**src/rtl/bmc_pkg.sv**
```systemverilog
// ----------------------------------------------------------------------------
// bmc_pkg
// Shared types and codes for the button multi-click detector: state codes,
// event codes, register indexes, the configuration bundle and the result.
// ----------------------------------------------------------------------------
package bmc_pkg;

    localparam int TIME_W = 32;
    localparam int MS_W   = 16;
    localparam int EV_W   = 3;
    localparam int ST_W   = 3;
    localparam int CNT_W  = 2;
    localparam int IDX_W  = 3;

    localparam logic [ST_W-1:0] ST_IDLE        = 3'd0;
    localparam logic [ST_W-1:0] ST_PRESSED     = 3'd1;
    localparam logic [ST_W-1:0] ST_WAIT_DOUBLE = 3'd2;
    localparam logic [ST_W-1:0] ST_WAIT_TRIPLE = 3'd3;
    localparam logic [ST_W-1:0] ST_HELD        = 3'd4;

    localparam logic [EV_W-1:0] EV_NONE    = 3'd0;
    localparam logic [EV_W-1:0] EV_CLICK   = 3'd1;
    localparam logic [EV_W-1:0] EV_DOUBLE  = 3'd2;
    localparam logic [EV_W-1:0] EV_TRIPLE  = 3'd3;
    localparam logic [EV_W-1:0] EV_HOLD    = 3'd4;
    localparam logic [EV_W-1:0] EV_RELEASE = 3'd5;

    localparam logic [CNT_W-1:0] TRIPLE_COUNT = 2'd3;
    localparam logic [CNT_W-1:0] DOUBLE_COUNT = 2'd2;

    localparam logic [IDX_W-1:0] REG_ENABLE    = 3'd0;
    localparam logic [IDX_W-1:0] REG_DEBOUNCE  = 3'd1;
    localparam logic [IDX_W-1:0] REG_CLICK_MAX = 3'd2;
    localparam logic [IDX_W-1:0] REG_HOLD      = 3'd3;
    localparam logic [IDX_W-1:0] REG_GAP       = 3'd4;

    localparam logic [MS_W-1:0] DEBOUNCE_RST  = 16'd20;
    localparam logic [MS_W-1:0] CLICK_MAX_RST = 16'd300;
    localparam logic [MS_W-1:0] HOLD_RST      = 16'd1000;
    localparam logic [MS_W-1:0] GAP_RST       = 16'd300;

    typedef struct packed {
        logic            enable;
        logic [MS_W-1:0] debounce_ms;
        logic [MS_W-1:0] click_max_ms;
        logic [MS_W-1:0] hold_ms;
        logic [MS_W-1:0] multi_click_gap_ms;
    } bmc_cfg_t;

    typedef struct packed {
        logic [EV_W-1:0]   event_code;
        logic              is_pressed;
        logic [TIME_W-1:0] held_time_ms;
    } bmc_result_t;

endpackage

```
**src/rtl/bmc_core.sv**
```systemverilog
// ----------------------------------------------------------------------------
// bmc_core
// Debounce and click state machine. Computes the result of one poll from the
// current state and commits the new state when step is high.
// ----------------------------------------------------------------------------
module bmc_core
    import bmc_pkg::*;
(
    input  logic              clk,
    input  logic              rst_n,
    input  logic              step,
    input  logic              pin_level,
    input  logic [TIME_W-1:0] now_ms,
    input  bmc_cfg_t          cfg,
    output bmc_result_t       result
);

    logic [ST_W-1:0]   state_reg,   state_next;
    logic [TIME_W-1:0] press_reg,   press_next;
    logic [TIME_W-1:0] release_reg, release_next;
    logic              level_reg,   level_next;
    logic [TIME_W-1:0] change_reg,  change_next;
    logic              fired_reg,   fired_next;
    logic [CNT_W-1:0]  clicks_reg,  clicks_next;

    logic              raw;
    logic              pressed;
    logic [TIME_W-1:0] since_change;
    logic [TIME_W-1:0] held;
    logic [TIME_W-1:0] gap;
    logic [CNT_W-1:0]  clicks_inc;
    logic [EV_W-1:0]   event_code;

    always_comb
    begin
        raw          = ~pin_level;
        since_change = now_ms - change_reg;
        held         = now_ms - press_reg;
        gap          = now_ms - release_reg;
        clicks_inc   = clicks_reg + 2'd1;

        level_next   = level_reg;
        change_next  = change_reg;
        state_next   = state_reg;
        press_next   = press_reg;
        release_next = release_reg;
        fired_next   = fired_reg;
        clicks_next  = clicks_reg;
        event_code   = EV_NONE;
        pressed      = 1'b0;

        if (cfg.enable)
        begin
            if ((raw != level_reg) && (since_change >= {16'd0, cfg.debounce_ms}))
            begin
                level_next  = raw;
                change_next = now_ms;
            end
            pressed = level_next;
        end

        unique case (state_reg)
            ST_PRESSED:
            begin
                if (!pressed)
                begin
                    release_next = now_ms;
                    if (held < {16'd0, cfg.click_max_ms})
                    begin
                        clicks_next = clicks_inc;
                        if (clicks_inc >= TRIPLE_COUNT)
                        begin
                            event_code  = EV_TRIPLE;
                            clicks_next = '0;
                            state_next  = ST_IDLE;
                        end
                        else if (clicks_inc == DOUBLE_COUNT)
                        begin
                            state_next = ST_WAIT_TRIPLE;
                        end
                        else
                        begin
                            state_next = ST_WAIT_DOUBLE;
                        end
                    end
                    else
                    begin
                        clicks_next = '0;
                        state_next  = ST_IDLE;
                        if (fired_reg)
                        begin
                            event_code = EV_RELEASE;
                        end
                    end
                end
                else if ((held >= {16'd0, cfg.hold_ms}) && !fired_reg)
                begin
                    fired_next  = 1'b1;
                    clicks_next = '0;
                    state_next  = ST_HELD;
                    event_code  = EV_HOLD;
                end
            end
            ST_WAIT_DOUBLE, ST_WAIT_TRIPLE:
            begin
                if (pressed)
                begin
                    press_next = now_ms;
                    fired_next = 1'b0;
                    state_next = ST_PRESSED;
                end
                else if (gap >= {16'd0, cfg.multi_click_gap_ms})
                begin
                    event_code  = (state_reg == ST_WAIT_DOUBLE) ? EV_CLICK : EV_DOUBLE;
                    clicks_next = '0;
                    state_next  = ST_IDLE;
                end
            end
            ST_HELD:
            begin
                if (!pressed)
                begin
                    event_code  = EV_RELEASE;
                    clicks_next = '0;
                    state_next  = ST_IDLE;
                end
            end
            default:
            begin
                if (pressed)
                begin
                    clicks_next = '0;
                    press_next  = now_ms;
                    fired_next  = 1'b0;
                    state_next  = ST_PRESSED;
                end
                else
                begin
                    state_next = ST_IDLE;
                end
            end
        endcase

        result.event_code   = event_code;
        result.is_pressed   = pressed;
        result.held_time_ms = ((state_next == ST_PRESSED) || (state_next == ST_HELD))
                              ? (now_ms - press_next) : '0;
    end

    always_ff @(posedge clk or negedge rst_n)
    begin
        if (!rst_n)
        begin
            state_reg   <= ST_IDLE;
            press_reg   <= '0;
            release_reg <= '0;
            level_reg   <= 1'b0;
            change_reg  <= '0;
            fired_reg   <= 1'b0;
            clicks_reg  <= '0;
        end
        else if (step)
        begin
            state_reg   <= state_next;
            press_reg   <= press_next;
            release_reg <= release_next;
            level_reg   <= level_next;
            change_reg  <= change_next;
            fired_reg   <= fired_next;
            clicks_reg  <= clicks_next;
        end
    end

endmodule

```
**src/rtl/button_multi_click_detector.sv**
```systemverilog
// ----------------------------------------------------------------------------
// button_multi_click_detector
// Debounced active-low button poller reporting click, double, triple, hold
// and release events, one result item per poll item.
// ----------------------------------------------------------------------------
// Each poll item (pin level plus a 32-bit millisecond timestamp) gives exactly
// one result item. The block takes one item per cycle while the result is not
// stalled. An accepted item waits in the input register, where the debounce
// and state update run in a single pass; its result is written to the result
// register as that state is committed, once the result register is free. The
// rate is set by that single state update stage, which commits the state of one
// poll per cycle. A stalled result holds the input register and stalls the
// input. Configuration writes are always ready and are meant for idle periods;
// register indexes above four are ignored.
// ----------------------------------------------------------------------------
module button_multi_click_detector
    import bmc_pkg::*;
(
    input  logic              clk,
    input  logic              rst_n,
    input  logic              in_valid,
    output logic              in_stall,
    input  logic              pin_level,
    input  logic [TIME_W-1:0] now_ms,
    output logic              out_valid,
    input  logic              out_stall,
    output logic [EV_W-1:0]   event_code,
    output logic              is_pressed,
    output logic [TIME_W-1:0] held_time_ms,
    input  logic              cfg_valid,
    output logic              cfg_ready,
    input  logic [IDX_W-1:0]  cfg_index,
    input  logic [MS_W-1:0]   cfg_data
);

    bmc_cfg_t          cfg_reg;
    logic              in_valid_reg;
    logic              pin_reg;
    logic [TIME_W-1:0] now_reg;
    logic              out_valid_reg;
    bmc_result_t       out_reg;
    bmc_result_t       result;
    logic              out_open;
    logic              advance;
    logic              in_take;

    assign cfg_ready = 1'b1;
    assign out_open  = !out_valid_reg || !out_stall;
    assign advance   = in_valid_reg && out_open;
    assign in_stall  = in_valid_reg && !out_open;
    assign in_take   = in_valid && !in_stall;

    always_ff @(posedge clk or negedge rst_n)
    begin
        if (!rst_n)
        begin
            cfg_reg.enable             <= 1'b1;
            cfg_reg.debounce_ms        <= DEBOUNCE_RST;
            cfg_reg.click_max_ms       <= CLICK_MAX_RST;
            cfg_reg.hold_ms            <= HOLD_RST;
            cfg_reg.multi_click_gap_ms <= GAP_RST;
        end
        else if (cfg_valid && cfg_ready)
        begin
            unique case (cfg_index)
                REG_ENABLE:    cfg_reg.enable             <= cfg_data[0];
                REG_DEBOUNCE:  cfg_reg.debounce_ms        <= cfg_data;
                REG_CLICK_MAX: cfg_reg.click_max_ms       <= cfg_data;
                REG_HOLD:      cfg_reg.hold_ms            <= cfg_data;
                REG_GAP:       cfg_reg.multi_click_gap_ms <= cfg_data;
                default:       ;
            endcase
        end
    end

    always_ff @(posedge clk or negedge rst_n)
    begin
        if (!rst_n)
        begin
            in_valid_reg  <= 1'b0;
            out_valid_reg <= 1'b0;
        end
        else
        begin
            if (in_take)
            begin
                in_valid_reg <= 1'b1;
            end
            else if (advance)
            begin
                in_valid_reg <= 1'b0;
            end
            if (advance)
            begin
                out_valid_reg <= 1'b1;
            end
            else if (!out_stall)
            begin
                out_valid_reg <= 1'b0;
            end
        end
    end

    always_ff @(posedge clk)
    begin
        if (in_take)
        begin
            pin_reg <= pin_level;
            now_reg <= now_ms;
        end
        if (advance)
        begin
            out_reg <= result;
        end
    end

    bmc_core u_core (
        .clk       (clk),
        .rst_n     (rst_n),
        .step      (advance),
        .pin_level (pin_reg),
        .now_ms    (now_reg),
        .cfg       (cfg_reg),
        .result    (result)
    );

    assign out_valid    = out_valid_reg;
    assign event_code   = out_reg.event_code;
    assign is_pressed   = out_reg.is_pressed;
    assign held_time_ms = out_reg.held_time_ms;

    a_hold_pressed: assert property (@(posedge clk) disable iff (!rst_n)
        (out_valid && (event_code == EV_HOLD)) |-> is_pressed)
        else $error("hold event with button released");

    a_release_level: assert property (@(posedge clk) disable iff (!rst_n)
        (out_valid && ((event_code == EV_RELEASE) || (event_code == EV_CLICK)
            || (event_code == EV_DOUBLE) || (event_code == EV_TRIPLE))) |-> !is_pressed)
        else $error("release or click event with button pressed");

    a_code_range: assert property (@(posedge clk) disable iff (!rst_n)
        out_valid |-> (event_code <= EV_RELEASE))
        else $error("event code out of range");

    a_advance_fills: assert property (@(posedge clk) disable iff (!rst_n)
        advance |=> out_valid)
        else $error("advanced item missing from result register");

endmodule

```
**config.mk**
```make
export PLATFORM = sky130hd
export DESIGN_NAME = button_multi_click_detector
export DESIGN_NICKNAME = d
export VERILOG_FILES = /design/src/rtl/bmc_pkg.sv /design/src/rtl/bmc_core.sv /design/src/rtl/button_multi_click_detector.sv
export SDC_FILE = /design/constraint.sdc
export NUM_CORES = 1
export LEC_CHECK = 0
export BUFFER_PORTS_ARGS = -buffer_cell sky130_fd_sc_hd__buf_2
export CAP_MARGIN = 25
export CORE_AREA = 2 2 184 186
export CTS_CLUSTER_DIAMETER = 40
export CTS_CLUSTER_SIZE = 12
export DETAILED_ROUTE_END_ITERATION = 8
export DIE_AREA = 0 0 186 188
export PLACE_DENSITY = 0.87
export SLEW_MARGIN = 25
export SYNTH_ARGS = -nofsm -noshare
export SYNTH_HDL_FRONTEND = slang
export SYNTH_SLANG_ARGS = --single-unit
```
**constraint.sdc**
```tcl
create_clock -name clk -period 7.8 [get_ports clk]
set_input_delay 0.78 -clock clk [delete_from_list [all_inputs] [get_ports clk]]
set_output_delay 0.78 -clock clk [all_outputs]
set_load 0.1 [all_outputs]
```
==> qor.txt, run 1 <==
Outcome: complete, no violations
Setup clock skew after layout: 26.9 ps
Combinational fraction of design power: 62.2%
Headroom to the max-slew limit: 37.1%
Number of levels the H-tree was split into: 2
Register clock-pin slew on the reported worst setup and hold paths: 60 ps
Dpl hpwl: 39900 microns
Number of buffers added by the clock tree synthesis step: 39
FMAX: 134 MHz
GR Overflow Total: 0
Yosys warns: 0
Stage delay of the slowest cell on the critical path: 410 ps
Row cnt: 67
Register bit count reported by yosys: 239
I/O pin total: 96
Unrepaired setup endpoints after global routing: yes
Clk buf depth: 3
Total Routing Usage GR: 29.7%
Number of flops mapped to enable cells by yosys: 69
Average instance area after synthesis: 9.02 sq um
Combined flip-flop and latch cell area: 0.00635 sq mm
Worst-path cell with the longest stage delay: edfxtp_1
Final-report setup violation count: 0
Total core area: 0.0331 sq mm
Post-cts hold buffer count: 0
TritonCTS clock tree: yes
Startpoint Class: flip-flop
Int Power: 5070 uW
Die extent in x: 186 microns
Combined area of all synthesized cells: 0.0187 sq mm
Placed Area: 0.0199 sq mm
Crit path required time: 8090 ps
Filler Cells Inserted: 2639
Number of global-route vias before repair: 16100
Number of pins exceeding their max-slew limit in the final report: 0
Clock net sink count: 239
Transition time at the pin with the least slew margin: 944 ps
Worst IR Drop VDD: 0.254 mV
Max reg flops: 65
Minimum period implied by the final worst setup slack: 7470 ps
Worst hold path class: primary input to async pin
Post-route total power: 9530 uW
Number of remaining DRC errors: 0
Worst Setup End Kind: flip-flop
1st-iter DRT viols: 1511
Worst hold slack: 293 ps
Area of combinational cells with multiple inputs: 0.0113 sq mm
Post-layout net count: 2451
Synthesis-to-layout area growth: 14.0%
Share of synthesized flip-flops with an asynchronous set or reset: 71.1%
Number of antenna-violating nets in the routed design: 0
Worst Path Max Fanout: 5
Leading cell types by total area after synthesis: dfrtp_1 21%, ha_1 13%, edfxtp_1 11%
Detailed-route via count: 16300
Largest area contributor in the netlist: dfrtp_1
Clk_lat worst skew: 570 ps
Net switching fraction of the power: 46.8%
Sw power: 4460 uW
Die Outline Area: 0.0350 sq mm
Maximum number of pins on one net before global-route repair: 92
Clock root buffer master: clkbuf_16
Proportion of layout cells with a drive suffix above 1: 17.4%
Crit path DAT: 7750 ps
Routability cong.: 0.970
Total power density per cell area: 448 mW/mm^2
Count of buffers from port buffering: 94
Final hold vios: 0
Synth unique cells: 97
First-pass GRT wire length: 82000 microns
Via density per instance: 6.08
Cells after synthesis: 2070
Share of the synthesized area in the top cell type: 20.5%
Final critical-path share of the clock period: 95.7%
Primary flip-flop cell chosen by synthesis mapping: dfrtp_1
Setup CP Type: flip-flop to flip-flop
Total wire length after detailed routing: 51700 microns
Effective utilization at floorplan: 56.4%
Register area share after synthesis: 34.0%
Antenna violations before repair: 0
Number of nets in the synthesized netlist: 2318
Proportion of power drawn by flip-flops and latches: 20.0%
Max Cap Viol: 0
Vert. Die Dim: 188 microns
Total inserted antenna cells: 0
Routed length per placed instance: 19.3 microns
Part of the total power dissipated in the clock network: 17.8%
Post-layout instance area: 0.0213 sq mm
Detailed-routing iteration count for the pre-antenna-repair pass: 6
Total leakage power: 0.00975 uW
[cell usage in the layout, fill, tap and decap left out, drive strengths merged, types with 44 or more instances in the layout]
| cell type | n |
|---|---|
| a21o | 53 |
| a21oi | 135 |
| buf | 165 |
| clkbuf | 44 |
| dfrtp | 153 |
| edfxtp | 69 |
| ha | 187 |
| inv | 213 |
| mux2 | 84 |
| nand2 | 195 |
| nand3 | 52 |
| nor2 | 122 |
| nor3 | 45 |
| o21ai | 174 |
| xnor2 | 46 |
[cells in the mapped netlist (28+ instances only)]
library cell and number:
nand2_1 194, nand4_1 30, dfrtp_1 153, nor3_1 44, o211ai_1 28, edfxtp_1 69, xor2_1 34, clkbuf_1 40
xnor2_1 46, mux2_2 59, a21oi_1 129, ha_1 187, inv_1 198, nor2_1 121, o21ai_0 160, a21o_1 53
mux2i_1 37, nand3_1 51
[kinds of logic after synthesis]
logic type	share of synthesized area, %
compound gates	20.5
simple gates	15.2
buf+inv	5.85
flops	34.0
fa+ha+maj	13.0
mux	7.56
xor+xnor	3.84
other cells	0.0201
[power groups by stage]
stage / logic (uW) / clock network (uW) / registers, uW
global placement: 5580 / 0 / 1900
finish: 5920 / 1690 / 1910
floorplan: 4130 / 0 / 2110
detailed placement: 5730 / 0 / 1920
global route: 6530 / 1760 / 1940
CTS: 5800 / 1710 / 1900
[layout make-up]
| class | count | area share (%) |
|---|---|---|
| clock inverter | 28 | 1.19 |
| tap | 448 | 2.64 |
| sequential | 239 | 29.8 |
| inverter | 198 | 3.49 |
| clock buffer | 44 | 4.82 |
| multi-input combinational | 1560 | 53.2 |
| timing repair buffer | 165 | 4.82 |
[metrics by stage]
| step | TNS [ps] | util [%] | worst slack, ps | std cells |
|---|---|---|---|---|
| after global placement | 0 | 60.0 | 250 | 2607 |
| after floorplan | 0 | - | 312 | 2070 |
| after detailed placement | -40.4 | 60.0 | -35.6 | 2607 |
| after CTS | 0 | 63.9 | 43.4 | 2679 |
| final | 0 | 64.2 | 332 | 2682 |
| after global routing | -119 | 64.2 | -73.8 | 2682 |
[per-layer routing]
layer	GRT usage, %	share of wire [%]
met1	38.9	42
met2	47.7	47
met3	4.33	6.9
met4	15.3	4.8
met5	0	0
[critical path: cells and delay by family, from the launching register on]
family,cells,cell delay [ps]
AO/OA/AOI/OAI,18,3150
XOR/XNOR,1,150
adder cells (fa/ha/maj),3,1020
buffers and inverters,3,490
flip-flops,1,410
multiplexers,1,120
AND/OR/NAND/NOR,10,1870
[what timing repair did]
item,4_1_cts,5_1_grt
hold endpoints to repair,0,0
buffers inserted,0,3
setup endpoints to repair,2,14
gates resized for setup,1,21
pin swaps,0,6
[final timing paths]
| kind | start | to | slack [ps] | depth (start not counted) |
|---|---|---|---|---|
| worst max-delay path | now_reg[4] | held_time_ms[28] | 330 | 36 |
| worst min-delay path | rst_n | cfg_reg[58] | 290 | 1 |
| worst max register to register | now_reg[4] | held_time_ms[28] | 330 | 36 |
| worst min register to register | in_valid_reg | out_valid | 490 | 1 |
| max in group asynchronous | rst_n | cfg_reg[14] | 6200 | 2 |
| min in group clk | now_ms[22] | now_reg[22] | 400 | 1 |
Note: power is estimated with default switching activity, not from simulation.
==> inputs of run 2 (changes only) <==
ABC_CLOCK_PERIOD_IN_PS = 7800   (was not set)
REMOVE_ABC_BUFFERS = 1   (was not set)
==> qor.txt, run 2 (synthesis gave the netlist of run 1 again) <==
Worst Setup End Kind: flip-flop
Synthesis-to-layout area growth: 15.4%
End of the worst register-to-register path: held_time_ms[28]
Total core area: 0.0331 sq mm (unchanged)
Final-report setup violation count: 0 (unchanged)
Detailed-routing iteration count for the pre-antenna-repair pass: 8 (+2)
Post-layout net count: 2460 (+0.37%)
Minimum period implied by the final worst setup slack: 7360 ps (-109 ps)
Maximum number of pins on one net before global-route repair: 101 (+9.8%)
Post-cts hold buffer count: 0 (unchanged)
Setup CP Type: flip-flop to flip-flop
Transition time at the pin with the least slew margin: 977 ps (+33.2 ps)
Final TNS setup: 0 ps (unchanged)
Total inserted antenna cells: 0 (unchanged)
Vert. Die Dim: 188 microns (unchanged)
Worst reg2reg path startpoint: now_reg[0]
Worst hold slack: 338 ps (+44.9 ps)
Startpoint Class: flip-flop
Final cell utilization of the core: 65.0% (+0.79 points)
Number of cells in the finished layout apart from fillers: 2692 (+0.37%)
Path depth of the worst reg2reg path: 38 (+5.6%)
Final hold vios: 0 (unchanged)
Part of the total power dissipated in the clock network: 19.1% (+1.3 points)
Clock net sink count: 239 (unchanged)
Worst Path Max Fanout: 7 (+2)
Max Cap Viol: 0 (unchanged)
First-pass GRT wire length: 81400 microns (-0.73%)
Total leakage power: 0.00986 uW (+1.2%)
Reg-to-reg setup timing slack: 440 ps (+110 ps)
Register clock-pin slew on the reported worst setup and hold paths: 50 ps (about the same)
Total power density per cell area: 454 mW/mm^2 (+1.3%)
Clk buf depth: 3 (unchanged)
Crit path DAT: 7650 ps (-100 ps)
Combinational fraction of design power: 61.4% (-0.8 points)
Via density per instance: 6.10 (+0.37%)
Max reg flops: 65 (unchanged)
Routed length per placed instance: 19.2 microns (-0.33%)
Routability cong.: 0.947 (-2.4%)
Worst-path cell with the longest stage delay: edfxtp_1
Outcome: complete, no violations
Clock root buffer master: clkbuf_16
Area of combinational cells with multiple inputs: 0.0114 sq mm (+0.44%)
Commonest non-fill, non-tap cell in the layout: inv_1
Net switching fraction of the power: 45.9% (-0.89 points)
Row cnt: 67 (unchanged)
Worst IR Drop VDD: 0.267 mV (+5.1%)
Worst hold path class: primary input to async pin
TritonCTS clock tree: yes
Die Outline Area: 0.0350 sq mm (unchanged)
Effective utilization at floorplan: 56.4% (unchanged)
Top library cells by usage in the layout, fill and taps aside: 197 x inv_1, 194 x nand2_1, 183 x ha_1
Headroom to the max-slew limit: 34.9% (-2.2 points)
Antenna violations before repair: 0 (unchanged)
Die extent in x: 186 microns (unchanged)
Startpoint of the worst setup timing path: now_reg[0]
Number of antenna-violating nets in the routed design: 0 (unchanged)
Combined flip-flop and latch cell area: 0.00635 sq mm (unchanged)
GR Overflow Total: 0 (unchanged)
Number of global-route vias before repair: 16000 (-0.11%)
Proportion of power drawn by flip-flops and latches: 19.5% (-0.5 points)
Number of remaining DRC errors: 0 (unchanged)
Dpl hpwl: 39400 microns (-1.2%)
I/O pin total: 96 (unchanged)
FMAX: 136 MHz (+1.5%)
Crit path required time: 8090 ps (about the same)
Proportion of layout cells with a drive suffix above 1: 18.4% (+1.1 points)
Int Power: 5280 uW (+4.3%)
1st-iter DRT viols: 1186 (-22%)
Final critical-path share of the clock period: 94.3% (-1.4 points)
Total Routing Usage GR: 29.5% (-0.20 points)
Number of levels the H-tree was split into: 2 (unchanged)
Stage delay of the slowest cell on the critical path: 360 ps (-50 ps)
Total wire length after detailed routing: 51700 microns (about the same)
Filler Cells Inserted: 2623 (-0.61%)
Unrepaired setup endpoints after global routing: no
Post-Place Cells: 2615 (+0.31%)
Number of pins exceeding their max-slew limit in the final report: 0 (unchanged)
Number of buffers added by the clock tree synthesis step: 40 (+2.6%)
Sw power: 4490 uW (+0.58%)
Clk_lat worst skew: 560 ps (about the same)
Timing endpoint of the critical path: held_time_ms[28]
Detailed-route via count: 16400 (+0.75%)
Setup clock skew after layout: 20.1 ps (-6.78 ps)
Count of buffers from port buffering: 94 (unchanged)
==> run 2: cell count changes in the layout (fill, tap and decap cells not counted), moves of 3 or more <==
cell | before | now
buf_4 | 68 | 77
clkbuf_16 | 40 | 45
ha_1 | 187 | 183
clkinvlp_4 | 4 | 1
o21ai_0 | 156 | 153
==> run 2: critical path: cells and delay by family, from the launching register on <==
kind            cells  cell delay, ps
xor+xnor            1             180
fa+ha+maj           4            1170
flops               1             360
compound gates     14            2190
buf+inv             6             830
simple gates       12            2190
mux                 1             140
==> run 2: cell type report <==
cell class / instances / area share [%]
Sequential cell: 239 / 29.5
Multi-Input combinational cell: 1560 / 52.8
Timing Repair Buffer: 173 / 5.01
Tap cell: 448 / 2.60
Inverter: 198 / 3.45
Clock buffer: 49 / 5.39
Clock inverter: 25 / 1.27
==> run 2: worst min-delay path by stage <==
stage	from	end	slack [ps]	depth (start not counted)
2_1_floorplan	u_core.release_reg[1]	u_core.release_reg[1]	450	2
3_3_place_gp	u_core.release_reg[1]	u_core.release_reg[1]	470	2
3_5_place_dp	u_core.release_reg[1]	u_core.release_reg[1]	480	2
4_1_cts	now_ms[9]	now_reg[9]	370	1
5_1_grt	now_ms[10]	now_reg[10]	380	1
6_report	rst_n	u_core.change_reg[21]	340	1
==> run 2: power groups by stage <==
stage | clock, uW | sequential, uW | combinational, uW
final | 1860 | 1910 | 6000
after global routing | 1940 | 1940 | 6570
after CTS | 1890 | 1900 | 5830
after detailed placement | 0 | 1910 | 5750
after global placement | 0 | 1890 | 5590
after floorplan | 0 | 2110 | 4100
==> run 2: per-layer routing <==
metal	global-route usage, %	wire (microns)	share of wire [%]	vias up
met5	0	0	0	-
met4	13.1	2280	4.4	0
met3	4.18	3060	5.9	164
met2	48.7	24300	47	633
met1	38.4	22100	43	7860
li1	-	-	-	7762
==> run 2: timing repair <==
item,in CTS,in global routing
setup endpoints to repair,4,18
pin swaps,0,13
buffers inserted,0,3
resized for setup,5,31
==> run 2: through the flow <==
step	area (sq um)	total power (uW)	worst slack [ps]
CTS	21400	9620	13.2
finish	21500	9770	441
detailed placement	19900	7660	6.12
global route	21500	10500	11.8
floorplan	18300	6210	-879
global placement	19900	7480	309
